**config.mk**
```make
export PLATFORM = sky130hd
export DESIGN_NAME = sorted_set_merge_engine_unit
export DESIGN_NICKNAME = d
export VERILOG_FILES = /design/src/hdl/ssme_pkg.sv /design/src/hdl/ssme_front.sv /design/src/hdl/ssme_back.sv /design/src/hdl/sorted_set_merge_engine_unit.sv
export SDC_FILE = /design/constraint.sdc
export NUM_CORES = 2
export LEC_CHECK = 0
export BUFFER_PORTS_ARGS = -buffer_cell sky130_fd_sc_hd__buf_4
export CORE_MARGIN = 2
export CORE_UTILIZATION = 60
export DETAILED_ROUTE_END_ITERATION = 16
export GPL_ROUTABILITY_DRIVEN = 0
export PLACE_DENSITY = 0.76
export SYNTH_ARGS = -nofsm -noshare
export SYNTH_HDL_FRONTEND = slang
export SYNTH_SLANG_ARGS = --single-unit
```
**constraint.sdc**
```tcl
create_clock -name clock -period 12.1 [get_ports clock]
set_input_delay 2.42 -clock clock [delete_from_list [all_inputs] [get_ports clock]]
set_output_delay 2.42 -clock clock [all_outputs]
set_load 0.05 [all_outputs]
```
**src/hdl/ssme_pkg.sv**
```systemverilog
// Shared types and constants for the sorted set merge engine.
package ssme_pkg;

   localparam int SET_DEPTH   = 32;
   localparam int IDX_W       = (SET_DEPTH > 1) ? $clog2(SET_DEPTH) : 1;
   localparam int CNT_W       = $clog2(SET_DEPTH + 1);
   localparam int QUEUE_DEPTH = 2;
   localparam int QPTR_W      = (QUEUE_DEPTH > 1) ? $clog2(QUEUE_DEPTH) : 1;
   localparam int QCNT_W      = $clog2(QUEUE_DEPTH + 1);

   localparam logic [1:0] OP_APPEND_FIRST  = 2'd0;
   localparam logic [1:0] OP_APPEND_SECOND = 2'd1;
   localparam logic [1:0] OP_START         = 2'd2;

   localparam logic [1:0] CMD_LOAD_A = 2'd0;
   localparam logic [1:0] CMD_LOAD_B = 2'd1;
   localparam logic [1:0] CMD_MERGE  = 2'd2;

   localparam logic MODE_UNION    = 1'b0;
   localparam logic MODE_SYM_DIFF = 1'b1;

   typedef struct packed {
      logic [1:0]         op;
      logic signed [31:0] value;
   } req_type;

   typedef struct packed {
      logic signed [31:0] value_res;
      logic               present;
      logic               last;
      logic               overflow;
   } rsp_type;

   typedef struct packed {
      logic [1:0]         kind;
      logic signed [31:0] value;
      logic               mode;
   } cmd_type;

   typedef struct packed {
      logic    valid;
      cmd_type cmd;
   } cmd_link_type;

endpackage

```
**src/hdl/ssme_front.sv**
```systemverilog
// Front end: accepts requests, classifies them and queues commands for the back end.
module ssme_front import ssme_pkg::*; (
   input  logic         clock,
   input  logic         reset,
   input  logic         req_valid,
   output logic         req_ready,
   input  req_type      req_data,
   input  logic         csr_valid,
   input  logic         csr_data,
   output cmd_link_type cmd_link,
   input  logic         cmd_pop
);

   cmd_type             queue_ff [QUEUE_DEPTH];
   logic [QPTR_W-1:0]   wr_ptr_ff, wr_ptr_in;
   logic [QPTR_W-1:0]   rd_ptr_ff, rd_ptr_in;
   logic [QCNT_W-1:0]   count_ff, count_in;
   logic                mode_ff, mode_in;
   logic                accept;
   logic                push;
   cmd_type             new_cmd;

   assign req_ready = (count_ff != QCNT_W'(QUEUE_DEPTH));
   assign accept    = req_valid && req_ready;

   // The unused op code is accepted and dropped here.
   always_comb begin
      new_cmd.value = req_data.value;
      new_cmd.mode  = mode_ff;
      push          = 1'b0;
      case (req_data.op)
         OP_APPEND_FIRST: begin
            new_cmd.kind = CMD_LOAD_A;
            push         = accept;
         end
         OP_APPEND_SECOND: begin
            new_cmd.kind = CMD_LOAD_B;
            push         = accept;
         end
         OP_START: begin
            new_cmd.kind = CMD_MERGE;
            push         = accept;
         end
         default: begin
            new_cmd.kind = CMD_LOAD_A;
         end
      endcase
   end

   always_comb begin
      mode_in   = csr_valid ? csr_data : mode_ff;
      wr_ptr_in = push ? wr_ptr_ff + QPTR_W'(1) : wr_ptr_ff;
      rd_ptr_in = cmd_pop ? rd_ptr_ff + QPTR_W'(1) : rd_ptr_ff;
      count_in  = count_ff + QCNT_W'(push) - QCNT_W'(cmd_pop);
   end

   always_ff @(posedge clock) begin
      if (reset) begin
         wr_ptr_ff <= '0;
         rd_ptr_ff <= '0;
         count_ff  <= '0;
         mode_ff   <= MODE_UNION;
      end else begin
         wr_ptr_ff <= wr_ptr_in;
         rd_ptr_ff <= rd_ptr_in;
         count_ff  <= count_in;
         mode_ff   <= mode_in;
      end
   end

   always_ff @(posedge clock) begin
      if (push) begin
         queue_ff[wr_ptr_ff] <= new_cmd;
      end
   end

   assign cmd_link.valid = (count_ff != '0);
   assign cmd_link.cmd   = queue_ff[rd_ptr_ff];

endmodule

```
**src/hdl/ssme_back.sv**
```systemverilog
// Back end: set stores, two-pointer merge sequencer and the result register.
module ssme_back import ssme_pkg::*; (
   input  logic         clock,
   input  logic         reset,
   input  cmd_link_type cmd_link,
   output logic         cmd_pop,
   output logic         rsp_valid,
   input  logic         rsp_ready,
   output rsp_type      rsp_data
);

   localparam logic [1:0] ST_IDLE  = 2'd0;
   localparam logic [1:0] ST_PRIME = 2'd1;
   localparam logic [1:0] ST_RUN   = 2'd2;

   logic signed [31:0] mem_a [SET_DEPTH];
   logic signed [31:0] mem_b [SET_DEPTH];

   logic [1:0]         state_ff, state_in;
   logic [CNT_W-1:0]   cnt_a_ff, cnt_a_in;
   logic [CNT_W-1:0]   cnt_b_ff, cnt_b_in;
   logic [CNT_W-1:0]   i_ff, i_in;
   logic [CNT_W-1:0]   j_ff, j_in;
   logic               drop_ff, drop_in;
   logic               mode_ff, mode_in;
   logic               pend_valid_ff, pend_valid_in;
   logic signed [31:0] pend_value_ff, pend_value_in;
   logic               out_valid_ff, out_valid_in;
   rsp_type            out_data_ff, out_data_in;
   logic signed [31:0] a_rd_ff;
   logic signed [31:0] b_rd_ff;

   logic               we_a;
   logic               we_b;
   logic               a_ok;
   logic               b_ok;
   logic               out_free;
   logic               out_load;
   logic               emit;
   logic signed [31:0] emit_val;
   logic               finish;

   assign a_ok     = (i_ff < cnt_a_ff);
   assign b_ok     = (j_ff < cnt_b_ff);
   assign out_free = !out_valid_ff || rsp_ready;

   // Merge decision for one step of the two pointers.
   always_comb begin
      i_in     = i_ff;
      j_in     = j_ff;
      emit     = 1'b0;
      emit_val = a_rd_ff;
      finish   = 1'b0;
      if (state_ff == ST_RUN && out_free) begin
         if (a_ok && b_ok) begin
            if (mode_ff == MODE_UNION) begin
               if (b_rd_ff < a_rd_ff) begin
                  emit     = 1'b1;
                  emit_val = b_rd_ff;
                  j_in     = j_ff + CNT_W'(1);
               end else begin
                  emit = 1'b1;
                  i_in = i_ff + CNT_W'(1);
                  if (!(a_rd_ff < b_rd_ff)) begin
                     j_in = j_ff + CNT_W'(1);
                  end
               end
            end else begin
               if (a_rd_ff < b_rd_ff) begin
                  emit = 1'b1;
                  i_in = i_ff + CNT_W'(1);
               end else if (b_rd_ff < a_rd_ff) begin
                  emit     = 1'b1;
                  emit_val = b_rd_ff;
                  j_in     = j_ff + CNT_W'(1);
               end else begin
                  // Matched pair cancels out.
                  i_in = i_ff + CNT_W'(1);
                  j_in = j_ff + CNT_W'(1);
               end
            end
         end else if (a_ok) begin
            emit = 1'b1;
            i_in = i_ff + CNT_W'(1);
         end else if (b_ok) begin
            emit     = 1'b1;
            emit_val = b_rd_ff;
            j_in     = j_ff + CNT_W'(1);
         end else begin
            finish = 1'b1;
            i_in   = '0;
            j_in   = '0;
         end
      end
   end

   // Sequencer, counters and the one-deep holding slot that lets the final
   // result carry its last flag.
   always_comb begin
      state_in      = state_ff;
      cnt_a_in      = cnt_a_ff;
      cnt_b_in      = cnt_b_ff;
      drop_in       = drop_ff;
      mode_in       = mode_ff;
      pend_valid_in = pend_valid_ff;
      pend_value_in = pend_value_ff;
      cmd_pop       = 1'b0;
      we_a          = 1'b0;
      we_b          = 1'b0;
      out_load      = 1'b0;
      out_data_in   = out_data_ff;
      case (state_ff)
         ST_IDLE: begin
            if (cmd_link.valid) begin
               cmd_pop = 1'b1;
               case (cmd_link.cmd.kind)
                  CMD_LOAD_A: begin
                     if (cnt_a_ff < CNT_W'(SET_DEPTH)) begin
                        we_a     = 1'b1;
                        cnt_a_in = cnt_a_ff + CNT_W'(1);
                     end else begin
                        drop_in = 1'b1;
                     end
                  end
                  CMD_LOAD_B: begin
                     if (cnt_b_ff < CNT_W'(SET_DEPTH)) begin
                        we_b     = 1'b1;
                        cnt_b_in = cnt_b_ff + CNT_W'(1);
                     end else begin
                        drop_in = 1'b1;
                     end
                  end
                  CMD_MERGE: begin
                     mode_in       = cmd_link.cmd.mode;
                     pend_valid_in = 1'b0;
                     state_in      = ST_PRIME;
                  end
                  default: begin
                  end
               endcase
            end
         end
         ST_PRIME: begin
            state_in = ST_RUN;
         end
         ST_RUN: begin
            if (emit) begin
               pend_valid_in = 1'b1;
               pend_value_in = emit_val;
               if (pend_valid_ff) begin
                  out_load              = 1'b1;
                  out_data_in.value_res = pend_value_ff;
                  out_data_in.present   = 1'b1;
                  out_data_in.last      = 1'b0;
                  out_data_in.overflow  = drop_ff;
               end
            end else if (finish) begin
               out_load              = 1'b1;
               out_data_in.value_res = pend_valid_ff ? pend_value_ff : 32'sd0;
               out_data_in.present   = pend_valid_ff;
               out_data_in.last      = 1'b1;
               out_data_in.overflow  = drop_ff;
               pend_valid_in         = 1'b0;
               cnt_a_in              = '0;
               cnt_b_in              = '0;
               drop_in               = 1'b0;
               state_in              = ST_IDLE;
            end
         end
         default: begin
            state_in = ST_IDLE;
         end
      endcase
      out_valid_in = out_load ? 1'b1 : (rsp_ready ? 1'b0 : out_valid_ff);
   end

   always_ff @(posedge clock) begin
      if (reset) begin
         state_ff      <= ST_IDLE;
         cnt_a_ff      <= '0;
         cnt_b_ff      <= '0;
         i_ff          <= '0;
         j_ff          <= '0;
         drop_ff       <= 1'b0;
         mode_ff       <= MODE_UNION;
         pend_valid_ff <= 1'b0;
         out_valid_ff  <= 1'b0;
      end else begin
         state_ff      <= state_in;
         cnt_a_ff      <= cnt_a_in;
         cnt_b_ff      <= cnt_b_in;
         i_ff          <= i_in;
         j_ff          <= j_in;
         drop_ff       <= drop_in;
         mode_ff       <= mode_in;
         pend_valid_ff <= pend_valid_in;
         out_valid_ff  <= out_valid_in;
      end
   end

   always_ff @(posedge clock) begin
      pend_value_ff <= pend_value_in;
      out_data_ff   <= out_data_in;
   end

   // Each store is read at the next pointer value, so the registered data
   // matches the current pointer.
   always_ff @(posedge clock) begin
      if (we_a) begin
         mem_a[cnt_a_ff[IDX_W-1:0]] <= cmd_link.cmd.value;
      end
      a_rd_ff <= mem_a[i_in[IDX_W-1:0]];
   end

   always_ff @(posedge clock) begin
      if (we_b) begin
         mem_b[cnt_b_ff[IDX_W-1:0]] <= cmd_link.cmd.value;
      end
      b_rd_ff <= mem_b[j_in[IDX_W-1:0]];
   end

   assign rsp_valid = out_valid_ff;
   assign rsp_data  = out_data_ff;

endmodule

```
**src/hdl/sorted_set_merge_engine_unit.sv**
```systemverilog
// Top level of the sorted set merge engine: front end, command queue and back end.
// Usage:
// Requests arrive on req_valid/req_ready/req_data. An append op writes one value
// into the first or second set store; a start op merges both stores and sends
// the sorted result on rsp_valid/rsp_ready/rsp_data, one response per value,
// with last set on the final one. An empty result gives one response with
// present low. The csr port writes the one-bit mode (union or symmetric
// difference); it is always ready. The user must write it only while the
// block is idle; the block does not enforce this. The front end holds a
// two-entry command queue, so requests keep flowing while the back end works.
// An append is written to its store from the idle state. A start passes a
// prime state while the first store entries are fetched, then takes one merge
// step per cycle while the output is free, at most one result per step, and a
// final step to close the run. The step rate is set by the single read port
// of each store. When the receiver stalls, the result register holds and the
// merge pauses. Synchronous reset empties the queue, clears both counts, the
// drop flag and the mode; store contents are undefined until written.
module sorted_set_merge_engine_unit import ssme_pkg::*; (
   input  logic    clock,
   input  logic    reset,
   input  logic    req_valid,
   output logic    req_ready,
   input  req_type req_data,
   output logic    rsp_valid,
   input  logic    rsp_ready,
   output rsp_type rsp_data,
   input  logic    csr_valid,
   output logic    csr_ready,
   input  logic    csr_data
);

   cmd_link_type cmd_link;
   logic         cmd_pop;

   assign csr_ready = 1'b1;

   ssme_front u_front (
      .clock     (clock),
      .reset     (reset),
      .req_valid (req_valid),
      .req_ready (req_ready),
      .req_data  (req_data),
      .csr_valid (csr_valid),
      .csr_data  (csr_data),
      .cmd_link  (cmd_link),
      .cmd_pop   (cmd_pop)
   );

   ssme_back u_back (
      .clock     (clock),
      .reset     (reset),
      .cmd_link  (cmd_link),
      .cmd_pop   (cmd_pop),
      .rsp_valid (rsp_valid),
      .rsp_ready (rsp_ready),
      .rsp_data  (rsp_data)
   );

   // An empty-result response always closes its run.
   assert property (@(posedge clock) disable iff (reset)
      rsp_valid && !rsp_data.present |-> rsp_data.last)
      else $error("empty-result response without last");

   // The back end never pops an empty queue.
   assert property (@(posedge clock) disable iff (reset)
      cmd_pop |-> cmd_link.valid)
      else $error("command popped from empty queue");

   // A stalled response stays valid and unchanged.
   assert property (@(posedge clock) disable iff (reset)
      rsp_valid && !rsp_ready |=> rsp_valid && $stable(rsp_data))
      else $error("stalled response changed or dropped");

endmodule

```
==> Word-level counts from Yosys, hierarchy flattened <==
Memories as Yosys holds them, arrays and structs flattened. A register that Yosys moved wholly into a read port is not among the register bits.
Cells that the tools add are included.
{ "totals": {"output_inout_bits": 38, "ff_bits": 102, "memories": 3, "ramBits": 2118, "wordCells": 170, "inputBits": 40} }
{ "op_classes": {"mux": 88, "add_sub_neg": 8, "magnitude_cmp": 6, "n_eq_ne": 22, "n_reduce_logical": 23} }
{ "memory_table": {"columns": ["memory", "depth", "width", "rd", "rd_clocked_by_memory_dff", "write_ports", "line_no", "text"], "rows": [
  ["u_back.mem_a", 32, 32, 1, 1, 1, "ssme_back.sv:16", "logic signed [31:0] mem_a [SET_DEPTH];"],
  ["u_back.mem_b", 32, 32, 1, 1, 1, "ssme_back.sv:17", "logic signed [31:0] mem_b [SET_DEPTH];"],
  ["u_front.queue_ff", 2, 35, 1, 1, 1, "ssme_front.sv:14", "cmd_type queue_ff [QUEUE_DEPTH];"]
]} }
{ "ops": {"columns": ["cell", "n"], "rows": [
  ["$mux 32", 8],
  ["$mux 6", 20],
  ["$mux 35", 3],
  ["$lt 32x32->1", 2],
  ["$mux 1", 44],
  ["$add 6x1->6 const B", 4],
  ["$pmux 6 s2", 2],
  ["$ne 2x2->1 const B", 7],
  ["$lt 6x6->1", 2],
  ["$lt 6x6->1 const B", 2],
  ["$reduce_and 6->1", 2],
  ["$mux 5", 2],
  ["$ne 3x3->1 const B", 3],
  ["$mux 2", 4],
  ["$ne 2x1->1 const B", 4],
  ["$reduce_and 4->1", 2],
  ["$reduce_bool 2->1", 4],
  ["$reduce_and 7->1", 1],
  ["$eq 2x1->1 const B", 3],
  ["$eq 2x2->1 const B", 3],
  ["$logic_not 2->1", 3],
  ["$pmux 1 s2", 3],
  ["$pmux 2 s3", 1],
  ["$reduce_and 2->1", 3],
  ["other kinds (11)", 15]
]} }

==> Longest topological paths before layout <==
{ "logic_depth": {"depth_word": 9, "mapped_depth": 18, "depth_no_buf": 13} }

==> Cells and area by module <==
Synthesis repeated with hierarchy kept, for this count alone.
{ "unflattened": {"cells_unflattened": 5685, "area_unflattened_um2": 88173.3} }
{ "modules_own_cells": {"columns": ["mod", "cells_per_inst", "seq_area_each_um2", "area_each_um2", "instances"], "rows": [
  ["ssme_back", 5541, 65392.7, 85344.4, 1],
  ["ssme_front", 142, 2222.1, 2817.7, 1],
  ["sorted_set_merge_engine_unit", 2, 0.0, 11.3, 1]
]} }

==> Least setup slack after synthesis <==
OpenSTA, ideal clock, no wires.
{ "synth_timing": {"path_type": "input -> register", "start": "input rsp_ready", "end": "register u_back.out_data_ff (netlist bit u_back.rsp_data[0]) (enable)", "n_path_buf": 0, "slack_ns": 7.020, "arrival_ns": 4.651, "required_ns": 11.671, "setup_ns": 0.429, "cell_stages": 4, "cell_sequence": "inv_1 > a21oi_1 > o21ai_0 > nor2_1"} }
{ "synth_between": {"elab_chain_cells": 5, "word_cells_on_any_way": 7, "cone_classes": "eq/ne: 1; mux: 2; reduce/logical: 4"} }
{ "synth_rtl": {"columns": ["item", "line_no", "text"], "rows": [
  ["start, declared", "sorted_set_merge_engine_unit.sv:25", "input logic rsp_ready,"],
  ["$logic_or 1x1->1 *", "ssme_back.sv:45", "assign out_free = !out_valid_ff || rsp_ready;"],
  ["$logic_and 1x1->1 *", "ssme_back.sv:54", "if (state_ff == ST_RUN && out_free) begin"],
  ["$mux 1", "ssme_back.sv:54", null],
  ["$ne 2x1->1 (no source line) / $reduce_bool 2->1 (equally long branches)", null, null],
  ["$reduce_and 3->1 (no source line) *", null, null],
  ["end signal, assigned", "ssme_back.sv:203", "out_data_ff <= out_data_in;"],
  ["end, declared", "ssme_back.sv:29", "rsp_type out_data_ff, out_data_in;"]
]} }
Mark *: on every way between the ends. The rest lies on a longest branch, timed or not.
A chain may end at the register's enable or synchronous reset.

==> Worst setup path in the final report <==
{ "layout_timing": {"start": "register u_back.b_rd_ff[11], read port of u_back.mem_b", "end": "register u_back.a_rd_ff[5], read port of u_back.mem_a"} }
{ "layout_between": {"elab_chain_cells": 6, "word_cells_on_any_way": 7, "cone_classes": "order compare: 2; mux: 5"} }
{ "layout_rtl": {"columns": ["item", "line_no", "text"], "rows": [
  ["start, declared", "ssme_back.sv:31", "logic signed [31:0] b_rd_ff;"],
  ["$lt 32x32->1", "ssme_back.sv:57, ssme_back.sv:72", null],
  ["$mux 6", "ssme_back.sv:57, ssme_back.sv:72", null],
  ["$mux 6", "ssme_back.sv:69", "if (a_rd_ff < b_rd_ff) begin"],
  ["$mux 6 *", "ssme_back.sv:56", "if (mode_ff == MODE_UNION) begin"],
  ["$mux 6 *", "ssme_back.sv:55", "if (a_ok && b_ok) begin"],
  ["$mux 5 *", "ssme_back.sv:54", null],
  ["end, declared", "ssme_back.sv:30", "logic signed [31:0] a_rd_ff;"]
]} }
Marks and branches as above.

==> results.md <==
* Tmin final at 7.18 ns
* Setup TNS at 0 ns
* HP Class: register to register
* # nets final at 7036
* Clock share of power at 0.374
* Die X at 398 um
* Clk_lat worst skew at 0.85 ns
* Startpoint Class: register
* Num CTS Buffers at 217
* Total vias in the final route at 63500
* Port Buffers at 76
* Initial Util at 0.604
* VDD IR max at 201 uV
* Critical Path End Type: register
* Fmax at 139 MHz
* Post-route ant nets at 0
* Die ar. at 0.158 mm2
* IO Pins at 78
* Final hold violations at 0
* Unrepaired setup endpoints after global routing: no
* Combinational power share at 0.100
* Failing checks: capacitance limit, slew limit
* Synthesis-stage register bit count at 2285
* Final setup fails at 0
* Delay of the slowest critical-path stage at 1.05 ns
* Psw at 0.00446 W
* Most used DFF post-synth: edfxtp_1
* GRT overflow at 0
* Initial antenna violation count at 13
* YS warnings at 0
* Critical path arrival at 7.84 ns
* P per Cell Area at 174 mW/mm2
* Top post-synthesis cells by count: edfxtp_1 (2185), nand2_1 (1222), nand3_1 (663)
* Unique masters post-synth at 71
* Most frequent cell after synthesis: edfxtp_1
* Global Route Usage Sum at 0.335
* Drt first pass iters at 7
* Post-synthesis cell area at 0.0932 mm2
* Deepest clock path buffer count at 3
* Post-synth top area cell: edfxtp_1
* Clock Skews at 0.0292 ns
* DRT Wirelength at 269000 um
* Max transition margin at -0.0788
* Internal at 0.0135 W
* Post-synth EDFFs at 2185
* Critical path's top delay family: compound AO/OA/AOI/OAI gates
* Slowest-stage cell, CP: nor4_1
* Vias in the first global route at 61400
* Vias per Instance at 6.92
* Critical-path cell list: inv_1, ha_1, nand4_1, nor4_1, a21oi_1, o211a_4, o22ai_1, a22o_4, buf_4, buf_4, nand2b_4, o221ai_1, nor3_1
* Die Y at 398 um
* CP Max Fanout at 75
* DR WL/cell at 29.3 um
* Final Max Tran Viols at 2
* Iteration-0 DRC Markers at 10700
* Post-synthesis instance total at 7004
* Layout cells sized above 1 at 0.0986
* Ranking of synthesized cells by area: edfxtp_1 (70%), nand2_1 (4.9%), nand3_1 (3.6%), a22oi_1 (3.1%), dfxtp_1 (2.1%)
* Final Non-Filler Cells at 9176
* Largest net degree at the start of global routing at 205
* Top cell type's share of synthesized area at 0.704
* CTS Hold Buffers Added at 0
* Clock H-tree levels at 4
* Sequential share of the synthesized area at 0.726
* Placeable Area at 0.154 mm2
* DRC errors left at 0
* Sw frac at 0.248
* Post-CTS Resized at 0
* Final period util at 0.593
* Top cell by count, worst path: buf_4
* Buf/Inv on CP at 3
* Final HPWL DP at 140000 um
* Mapped Avg Cell Area at 13.3 um2
* First-pass GRT wire length at 390000 um
* FP Rows at 144
* Sequential Power Share at 0.526
* Share of flip-flops with an asynchronous set or reset at 0
* Post-Place Cells at 8767
* CTS tree: done
* Post-CTS Repair Setup Buffers at 0
* Worst-path clk slew at 0.07 ns
* CTS Root Cell: clkbuf_16
* Syn_nets at 7098
* Worst Path Class, Setup: register to register
* Max cap viols at 1
* Clock sink total at 2285
* Synth-to-Final Area Change at 10.8%
* Leakage at 33.8 nW
* Worst endpoint required time at 12.76 ns
* Outcome: finished with violations
* Worst slew pin tran at 1.60 ns
==> flip-flops by register name, indices dropped and copies added, names as in the netlist, 2 cells and up, named ones only <==
name,count
u_back.state_ff,2
u_back.b_rd_ff,32
u_back.a_rd_ff,32
u_back.cnt_b_ff,6
u_back.mem_b,1024
u_back.j_ff,6
u_front.queue_ff,70
u_back.pend_value_ff,32
u_back.i_ff,6
u_back.rsp_data,35
u_back.cnt_a_ff,6
u_back.mem_a,1024
u_front.count_ff,2
==> power by group through the flow <==
stage                     sequential (W)  combinational [W]  clock [W]
final                            0.00946            0.00180    0.00674
after global routing             0.00946            0.00187    0.00706
after CTS                        0.00945            0.00173    0.00676
after detailed placement         0.00962            0.00173          0
after global placement           0.00961            0.00166          0
after floorplan                  0.00960           0.000872          0
==> kinds of logic after synthesis <==
logic type / after synthesis / share of synthesized area
muxes: 101 / 0.0113
and+or+nand+nor: 2578 / 0.124
adders and majority gates: 54 / 0.00725
DFF: 2285 / 0.726
buffers and inverters: 576 / 0.0258
other: 1 / 0.0000402
AOI/OAI and AO/OA: 1397 / 0.104
xor gates and xnor gates: 12 / 0.00113
==> metrics by stage <==
stage / cell area [um2] / util / hold slack [ns] / setup WS [ns] / total power [W]
after detailed placement: 96200 / 0.624 / 0.434 / 4.52 / 0.0113
after global placement: 96200 / 0.623 / 0.418 / 4.32 / 0.0113
after CTS: 103000 / 0.669 / 0.446 / 5.30 / 0.0179
after floorplan: 93200 / - / 0.409 / 7.02 / 0.0105
final: 103000 / 0.669 / 0.455 / 4.92 / 0.0180
after global routing: 103000 / 0.669 / 0.466 / 4.84 / 0.0184
==> placed cells by master (no fill, tap or decap), types with 58 or more instances in the layout <==
cell type and n:
edfxtp_1 2185, nand2_1 1222, nand3_1 661, a22oi_1 389
a21oi_1 286, a31oi_1 252, buf_4 230, nor3_1 225
clkbuf_16 220, a221oi_1 157, nor2_1 114, dfxtp_1 98
nor2_4 69, and3_1 68, mux2i_1 65, nor4_1 58
==> per-layer routing <==
metal	wire, um	vias to the layer above	part of all wire	global-route usage
li1	-	26800	-	-
met1	92900	30900	0.35	0.441
met2	120000	4902	0.45	0.507
met3	36000	835	0.13	0.0773
met4	19300	10	0.072	0.213
met5	68	-	0.00025	0
==> worst register-to-register path, delay by kind of cell, from the launching register on <==
family,cells,cell delay [ns]
AND/OR/NAND/NOR,4,1.94
flip-flops,1,0.56
buffers and inverters,3,1.52
AO/OA/AOI/OAI,5,2.62
adder cells (fa/ha/maj),1,0.35
==> final timing paths <==
path	startpoint	endpoint	slack, ns	cells past startpoint
worst max-delay path	u_back.b_rd_ff[11]$_DFF_P_	u_back.a_rd_ff[5]$_DFF_P_	4.92	13
worst min-delay path	u_back.drop_ff$_SDFFE_PP0P_	u_back.rsp_data[0]$_DFFE_PP_	0.46	0
worst max register to register	u_back.b_rd_ff[11]$_DFF_P_	u_back.a_rd_ff[5]$_DFF_P_	4.92	13
worst min register to register	u_back.drop_ff$_SDFFE_PP0P_	u_back.rsp_data[0]$_DFFE_PP_	0.46	0
==> layout make-up <==
type | count | area (um2)
well taps | 2044 | 2560
clock inverters | 128 | 1180
multi-input cells | 4143 | 23900
diodes | 2 | 5.00
fillers | 10400 | 51000
repair buffers | 242 | 1970
inverters | 53 | 204
clock buffers | 279 | 5860
flip-flops and latches | 2285 | 67600
No activity file was read; power rests on OpenSTA's default activity.
